===== src/pts_pkg.sv =====
`timescale 1ns / 1ps

package pts_pkg;

  // Table geometry and time width.
  localparam int SLOTS     = 16;
  localparam int TIME_BITS = 32;
  localparam int MAX_FIRE  = 16;

  localparam int IDX_W  = $clog2(SLOTS);
  localparam int FIRE_W = $clog2(MAX_FIRE);

  // Field widths of the stream payloads.
  localparam int ID_W     = 8;
  localparam int FIELD_W  = 32;
  localparam int TARGET_W = 2;
  localparam int IN_DATA_W  = 112;
  localparam int OUT_DATA_W = 16;

  localparam logic [63:0] TMAX64 = {64{1'b1}} >> (64 - TIME_BITS);

  typedef logic [TIME_BITS-1:0] tstamp_t;

  typedef enum logic [1:0] {
    OP_REGISTER = 2'd0,
    OP_CANCEL   = 2'd1,
    OP_TICK     = 2'd2,
    OP_NOP      = 2'd3
  } op_t;

  typedef enum logic [1:0] {
    ST_ACK   = 2'd0,
    ST_FIRED = 2'd1,
    ST_NONE  = 2'd2,
    ST_FULL  = 2'd3
  } status_t;

  typedef enum logic [2:0] {
    S_IDLE,
    S_SCAN,
    S_DECIDE,
    S_FIRE,
    S_RESP
  } state_t;

  // Saturate an input time field to the largest representable time.
  function automatic tstamp_t clamp_time(logic [FIELD_W-1:0] v);
    logic [63:0] w;
    w = 64'(v);
    return (w > TMAX64) ? TIME_BITS'(TMAX64) : TIME_BITS'(w);
  endfunction

  // Add two times, saturating at the largest representable time.
  function automatic tstamp_t sat_add(tstamp_t a, tstamp_t b);
    logic [TIME_BITS:0] s;
    s = {1'b0, a} + {1'b0, b};
    return s[TIME_BITS] ? '1 : s[TIME_BITS-1:0];
  endfunction

endpackage


===== src/periodic_timer_scheduler_top.sv =====
`timescale 1ns / 1ps

// Periodic timer scheduler. Commands arrive on the s_axis stream: tuser holds
// the operation (register, cancel, tick) and tdata the task id, interval, first
// fire time, target and current time. Results leave on the m_axis stream: tuser
// holds the status, tdata the fired id and target, and tlast marks the final
// result of a command.
// The block takes one command at a time; s_axis_tready is high only while idle.
// Every command but unused op code 3 walks the slot table once, one slot per
// cycle, through a single compare and add unit, and then settles its result in
// a decide step. A tick then, for each fired task, updates the slot and emits
// the transfer in a fire step, and makes a new search pass for the earliest due
// slot before each further fired task. Unused op code 3 answers without
// walking the table.
// Results go through one output register. When the receiver stalls, the
// sequencer waits with the next result, and with the slot update of a fired
// task, until that transfer completes.
// Reset (rst, synchronous, active high) empties the table and drops any result
// not yet transferred; slot contents other than the valid bits are left as is.
module periodic_timer_scheduler_top
  import pts_pkg::*;
(
  input  logic                  clk,
  input  logic                  rst,
  input  logic                  s_axis_tvalid,
  output logic                  s_axis_tready,
  // task_id[7:0], interval[39:8], first_fire[71:40], target[73:72],
  // now_time[105:74], zero fill above.
  input  logic [IN_DATA_W-1:0]  s_axis_tdata,
  // op[1:0]
  input  logic [1:0]            s_axis_tuser,
  output logic                  m_axis_tvalid,
  input  logic                  m_axis_tready,
  // fired_id[7:0], fired_target[9:8], zero fill above.
  output logic [OUT_DATA_W-1:0] m_axis_tdata,
  // status[1:0]
  output logic [1:0]            m_axis_tuser,
  output logic                  m_axis_tlast
);

  // Slot table. Only the valid bits are reset.
  logic [SLOTS-1:0]    slot_valid;
  logic [ID_W-1:0]     slot_id        [SLOTS];
  tstamp_t             slot_next_fire [SLOTS];
  tstamp_t             slot_interval  [SLOTS];
  logic [TARGET_W-1:0] slot_target    [SLOTS];

  state_t state, state_next;

  // Latched command.
  op_t                 op_r;
  logic [ID_W-1:0]     id_r;
  tstamp_t             ival_r;
  tstamp_t             ff_r;
  logic [TARGET_W-1:0] tg_r;
  tstamp_t             now_r;

  // Scan bookkeeping.
  logic [IDX_W-1:0]  idx;
  logic              have_free;
  logic [IDX_W-1:0]  free_idx;
  logic              have_best;
  logic [IDX_W-1:0]  best_idx;
  tstamp_t           best_nf;
  logic              first_pass;
  logic [SLOTS-1:0]  pending;
  logic [FIRE_W-1:0] fire_cnt;
  status_t           resp_status;

  logic in_xfer;
  logic out_free;
  logic scan_last;

  // Per-slot view of the slot under the scan pointer.
  tstamp_t scan_nf;
  logic    scan_match;
  logic    scan_free;
  logic    scan_due;
  logic    scan_cand;
  logic    scan_better;

  // Shared saturating adder: now plus either the new or the stored interval.
  tstamp_t add_b;
  tstamp_t add_sum;
  logic    last_fire;

  assign in_xfer   = s_axis_tvalid && s_axis_tready;
  assign out_free  = !m_axis_tvalid || m_axis_tready;
  assign scan_last = (idx == IDX_W'(SLOTS - 1));

  assign scan_nf     = slot_next_fire[idx];
  assign scan_match  = slot_valid[idx] && (slot_id[idx] == id_r);
  assign scan_free   = !slot_valid[idx] || scan_match;
  assign scan_due    = slot_valid[idx] && (scan_nf <= now_r);
  assign scan_cand   = first_pass ? scan_due : pending[idx];
  assign scan_better = scan_cand && (!have_best || (scan_nf < best_nf));

  assign add_b   = (state == S_FIRE) ? slot_interval[best_idx] : ival_r;
  assign add_sum = sat_add(now_r, add_b);

  // The final fired result is the one that empties the due set or reaches the cap.
  assign last_fire = ((pending & ~(SLOTS'(1) << best_idx)) == '0) ||
                     (fire_cnt == FIRE_W'(MAX_FIRE - 1));

  // Next-state logic.
  always_comb begin
    state_next = state;
    unique case (state)
      S_IDLE: begin
        if (in_xfer) begin
          state_next = (op_t'(s_axis_tuser) == OP_NOP) ? S_RESP : S_SCAN;
        end
      end
      S_SCAN: begin
        if (scan_last) begin
          state_next = first_pass ? S_DECIDE : S_FIRE;
        end
      end
      S_DECIDE: begin
        state_next = (op_r == OP_TICK && have_best) ? S_FIRE : S_RESP;
      end
      S_FIRE: begin
        if (out_free) begin
          state_next = last_fire ? S_IDLE : S_SCAN;
        end
      end
      S_RESP: begin
        if (out_free) begin
          state_next = S_IDLE;
        end
      end
      default: state_next = S_IDLE;
    endcase
  end

  // Output decode.
  always_comb begin
    s_axis_tready = (state == S_IDLE);
  end

  always_ff @(posedge clk) begin
    if (rst) begin
      state <= S_IDLE;
    end else begin
      state <= state_next;
    end
  end

  // Command latch and scan bookkeeping.
  always_ff @(posedge clk) begin
    if (rst) begin
      first_pass <= 1'b0;
      have_free  <= 1'b0;
      have_best  <= 1'b0;
      pending    <= '0;
      fire_cnt   <= '0;
      idx        <= '0;
    end else begin
      case (state)
        S_IDLE: begin
          if (in_xfer) begin
            op_r        <= op_t'(s_axis_tuser);
            id_r        <= s_axis_tdata[7:0];
            ival_r      <= clamp_time(s_axis_tdata[39:8]);
            ff_r        <= clamp_time(s_axis_tdata[71:40]);
            tg_r        <= s_axis_tdata[73:72];
            now_r       <= clamp_time(s_axis_tdata[105:74]);
            idx         <= '0;
            first_pass  <= 1'b1;
            have_free   <= 1'b0;
            have_best   <= 1'b0;
            fire_cnt    <= '0;
            resp_status <= ST_ACK;
          end
        end
        S_SCAN: begin
          idx <= idx + IDX_W'(1);
          if (op_r == OP_REGISTER && scan_free && !have_free) begin
            have_free <= 1'b1;
            free_idx  <= idx;
          end
          if (op_r == OP_TICK) begin
            if (first_pass) begin
              pending[idx] <= scan_due;
            end
            if (scan_better) begin
              have_best <= 1'b1;
              best_idx  <= idx;
              best_nf   <= scan_nf;
            end
          end
        end
        S_DECIDE: begin
          first_pass <= 1'b0;
          if (op_r == OP_REGISTER) begin
            resp_status <= have_free ? ST_ACK : ST_FULL;
          end else if (op_r == OP_TICK) begin
            resp_status <= ST_NONE;
          end else begin
            resp_status <= ST_ACK;
          end
        end
        S_FIRE: begin
          if (out_free) begin
            pending[best_idx] <= 1'b0;
            fire_cnt          <= fire_cnt + FIRE_W'(1);
            have_best         <= 1'b0;
            idx               <= '0;
          end
        end
        default: begin
        end
      endcase
    end
  end

  // Slot table updates: drop a slot with a matching id during the scan of a
  // register or cancel, insert after it, reschedule or retire a fired slot.
  always_ff @(posedge clk) begin
    if (rst) begin
      slot_valid <= '0;
    end else begin
      if (state == S_SCAN && first_pass && scan_match &&
          (op_r == OP_REGISTER || op_r == OP_CANCEL)) begin
        slot_valid[idx] <= 1'b0;
      end
      if (state == S_DECIDE && op_r == OP_REGISTER && have_free) begin
        slot_valid[free_idx] <= 1'b1;
      end
      if (state == S_FIRE && out_free && slot_interval[best_idx] == '0) begin
        slot_valid[best_idx] <= 1'b0;
      end
    end
  end

  always_ff @(posedge clk) begin
    if (state == S_DECIDE && op_r == OP_REGISTER && have_free) begin
      slot_id[free_idx]        <= id_r;
      slot_next_fire[free_idx] <= (ff_r != '0) ? ff_r : add_sum;
      slot_interval[free_idx]  <= ival_r;
      slot_target[free_idx]    <= tg_r;
    end
    if (state == S_FIRE && out_free && slot_interval[best_idx] != '0) begin
      slot_next_fire[best_idx] <= add_sum;
    end
  end

  // Output register.
  always_ff @(posedge clk) begin
    if (rst) begin
      m_axis_tvalid <= 1'b0;
    end else begin
      if (m_axis_tvalid && m_axis_tready) begin
        m_axis_tvalid <= 1'b0;
      end
      if (out_free && state == S_FIRE) begin
        m_axis_tvalid <= 1'b1;
        m_axis_tuser  <= ST_FIRED;
        m_axis_tdata  <= {{(OUT_DATA_W - ID_W - TARGET_W){1'b0}},
                          slot_target[best_idx], slot_id[best_idx]};
        m_axis_tlast  <= last_fire;
      end else if (out_free && state == S_RESP) begin
        m_axis_tvalid <= 1'b1;
        m_axis_tuser  <= resp_status;
        m_axis_tdata  <= '0;
        m_axis_tlast  <= 1'b1;
      end
    end
  end

endmodule

===== config.mk =====
export PLATFORM = sky130hd
export DESIGN_NAME = periodic_timer_scheduler_top
export DESIGN_NICKNAME = d
export VERILOG_FILES = /design/src/pts_pkg.sv /design/src/periodic_timer_scheduler_top.sv
export SDC_FILE = /design/constraint.sdc
export NUM_CORES = 1
export LEC_CHECK = 0
export BUFFER_PORTS_ARGS = -buffer_cell sky130_fd_sc_hd__buf_4
export CORE_MARGIN = 2
export CORE_UTILIZATION = 60
export DETAILED_ROUTE_END_ITERATION = 12
export PLACE_DENSITY_LB_ADDON = 0.1
export REMOVE_ABC_BUFFERS = 1
export SYNTH_ARGS = -nofsm -noshare
export SYNTH_HDL_FRONTEND = slang
export SYNTH_SLANG_ARGS = --single-unit

===== constraint.sdc =====
create_clock -name clk -period 12.6 [get_ports clk]
set_input_delay 1.26 -clock clk [delete_from_list [all_inputs] [get_ports clk]]
set_output_delay 1.26 -clock clk [all_outputs]
set_load 0.03 [all_outputs]

==> reports/results.txt <==
Xor/xnor cell area share of the yosys netlist: 0.005279
Layout cell share with drive strength beyond 1: 0.2503
I/O pin count: 139
Die extent in x: 315.1 um
Fillcell total: 6155
Worst Skew: 0.02650 ns
Fin. max-slew vios: 0
DRC: 0
GR Overflow Total: 0
CTS clk-pin slew, worst paths: 0.06 ns
Largest net degree at the start of global routing: 81
PwrDens: 151.5 nW/um2
Crit Path Class: reg -> reg
Final Hold Vio Count: 0
Max VDD drop: 130.9 uV
Sum Neg Setup Slack: 0 ns
First-pass GRT wire length: 208.0 mm
Vias in the first global route: 31360
WL/cell: 31.07 um
Hold WS: 0.4941 ns
Unrepaired setup endpoints after global routing: no
# rows: 114
Final nets: 3425
CTS Sinks: 1402
Clock root buffer: clkbuf_16
Max cap viols: 0
Largest family of logic cells by synthesized area: multiplexers
Post-CTS Repair Setup Buffers: 0
HP Class: reg -> reg
Hold Crit Start: slot_valid[1]
Post-detail-place hpwl: 81.93 mm
Starting Density: 0.6031
Initial antenna violation count: 2
CP required: 13.23 ns
Global Route Usage Sum: 0.2931
Top FF cell, synth: edfxtp_1
Worst-margin pin slew: 1.084 ns
Type of element launching the critical path: flip-flop
Multi-input gate area: 15640 um2
DR iter-0 viols: 4011
Reg2Reg Setup Slack: 5.70 ns
Worst Path Arrival: 7.53 ns
Area growth, synth to finish: 12.46%
Gp weighted congestion: 0.9066
Number of synthesized flops with an enable pin: 1347
Synth Area in Simple Gates: 0.03331
Fmax: 0.1449 GHz
Tmin final: 6.902 ns
Synth Area in Compound Gates: 0.05083
Util after Layout: 0.6783
Crit share post-route: 0.5478
Cells after Synth: 3034
Leak: 0.02107 uW
Highest routed metal layer: met5
Sequential area share after synthesis: 0.7155
Crit-path max FO: 44
Met3 WL post-DR: 11.49 mm
Status: finished clean
Die ar.: 99290 um2
Netlist Area Pre-Place: 58070 um2
Core area: 96280 um2
Post-synthesis register bit count: 1402
Clk Latency, worst-skew pair: 0.76 ns
Min-Delay Path Depth: 2
H-tree levels: 4
Hold_buf cts: 0
PortBufs: 126
Vias: 31010
Worst hold endpoint: slot_valid[1]
CTS buffer count: 142
Ys Warns: 0
ANT nets after route: 0
Reg2reg path depth: 13
Post-CTS sizing: 0
Post-Syn Area per Cell: 19.14 um2
Max clock buf depth: 3
Async S/R FF share, synth: 0
Post-synthesis mux area share: 0.1534
Total Wirelength: 142.7 mm
Total power: 9891 uW
FF/Latch Area: 41570 um2
Detailed-routing wirelength on met1: 56.29 mm
TritonCTS clock tree: yes
Metal2 WL: 70.14 mm
Max-slew headroom: 0.2747
Die Ht: 315.1 um
Vias per Instance: 6.752
Final setup fails: 0
Crit. End Element: flip-flop
Netlist cell types: 71
Drt pass-1 iters: 6
Post-synthesis adder-cell area fraction: 0.02189
-- cells in the final DEF, fill, tap and decap left out, drive strengths merged, types with 66 or more instances in the layout --
cell | Yosys | final
clkinv | 0 | 66
o21ai | 95 | 95
nand2 | 124 | 124
a21oi | 83 | 83
buf | 62 | 192
mux4 | 381 | 381
clkbuf | 107 | 176
ha | 100 | 100
inv | 100 | 92
edfxtp | 1347 | 1347
-- where the power goes --
group | leakage (uW) | switching [uW] | total, uW | internal, uW
sequential | 0.0126 | 69.8 | 5210 | 5140
combinational | 0.00622 | 272 | 493 | 222
clock | 0.00225 | 1740 | 4190 | 2450
total | 0.0211 | 2080 | 9890 | 7810
-- through the flow --
stage | std cells | setup WS [ns] | instance area (um2)
2_1_floorplan | 2870 | -0.6276 | 57320
3_3_place_gp | 4338 | 5.687 | 60660
3_5_place_dp | 4338 | 5.610 | 60660
4_1_cts | 4592 | 5.583 | 65300
5_1_grt | 4592 | 5.203 | 65300
6_report | 4593 | 5.698 | 65300
-- layer usage --
layer | global-route usage | vias to the layer above
met5 | 0 | -
li1 | - | 12930
met2 | 0.4708 | 1490
met3 | 0.05644 | 280
met4 | 0.1026 | 2
met1 | 0.4083 | 16310
-- worst max-delay path: stages, from the launching register on --
cell and delay [ns]:
dfxtp_4 0.79, buf_4 0.74, buf_4 0.81, mux4_2 0.61, mux4_2 0.55, ha_1 0.34, a211oi_1 0.21, o21ai_0 0.17
a211oi_1 0.28, a311oi_1 0.23, or3_1 0.44, a31o_2 0.33, nor4_1 0.76, mux2_2 0.42
-- state kept, by name (all words and copies together) (netlist names), 8 cells and up, named ones only --
signal          count
ival_r             32
slot_next_fire    512
id_r                8
slot_id           128
m_axis_tdata       10
slot_target        32
slot_valid         16
pending            16
now_r              32
slot_interval     512
best_nf            32
ff_r               32
-- worst max-delay path by stage --
stage / endpoint / slack, ns
global route: flip-flop / 5.20
global placement: flip-flop / 5.69
detailed placement: flip-flop / 5.61
CTS: flip-flop / 5.58
finish: flip-flop / 5.70
floorplan: best_idx[0] / -0.63
-- cell families (layout without fill, tap and decap cells) --
kind of cell | after synthesis | count (layout)
AND/OR/NAND/NOR | 385 | 385
adder cells (fa/ha/maj) | 101 | 101
other | 1 | 7
flip-flops | 1402 | 1402
AO/OA/AOI/OAI | 428 | 428
XOR/XNOR | 35 | 35
multiplexers | 413 | 413
buffers and inverters | 269 | 546
-- layout make-up --
| class | instances | area share |
|---|---|---|
| Sequential cell | 1402 | 0.6366 |
| Clock inverter | 78 | 0.01293 |
| Inverter | 100 | 0.006016 |
| Timing Repair Buffer | 192 | 0.02226 |
| Clock buffer | 176 | 0.05813 |
| Multi-Input combinational cell | 1368 | 0.2396 |
| Tap cell | 1276 | 0.02445 |
| Antenna cell | 1 | 0.00003832 |
-- cells in the mapped netlist (29+ instances only) --
cell | n | share of area
ha_1 | 100 | 0.022
o21ai_0 | 94 | 0.0081
buf_1 | 29 | 0.0019
clkbuf_1 | 105 | 0.0068
a21oi_1 | 83 | 0.0072
nand4_1 | 31 | 0.0033
a22o_1 | 33 | 0.0050
dfxtp_1 | 55 | 0.019
nand3_1 | 29 | 0.0025
a221oi_1 | 50 | 0.0075
mux4_2 | 381 | 0.15
nand2_1 | 124 | 0.0080
inv_1 | 100 | 0.0065
nor2_1 | 54 | 0.0035
edfxtp_1 | 1347 | 0.70
No activity file was read; power rests on OpenSTA's default activity.
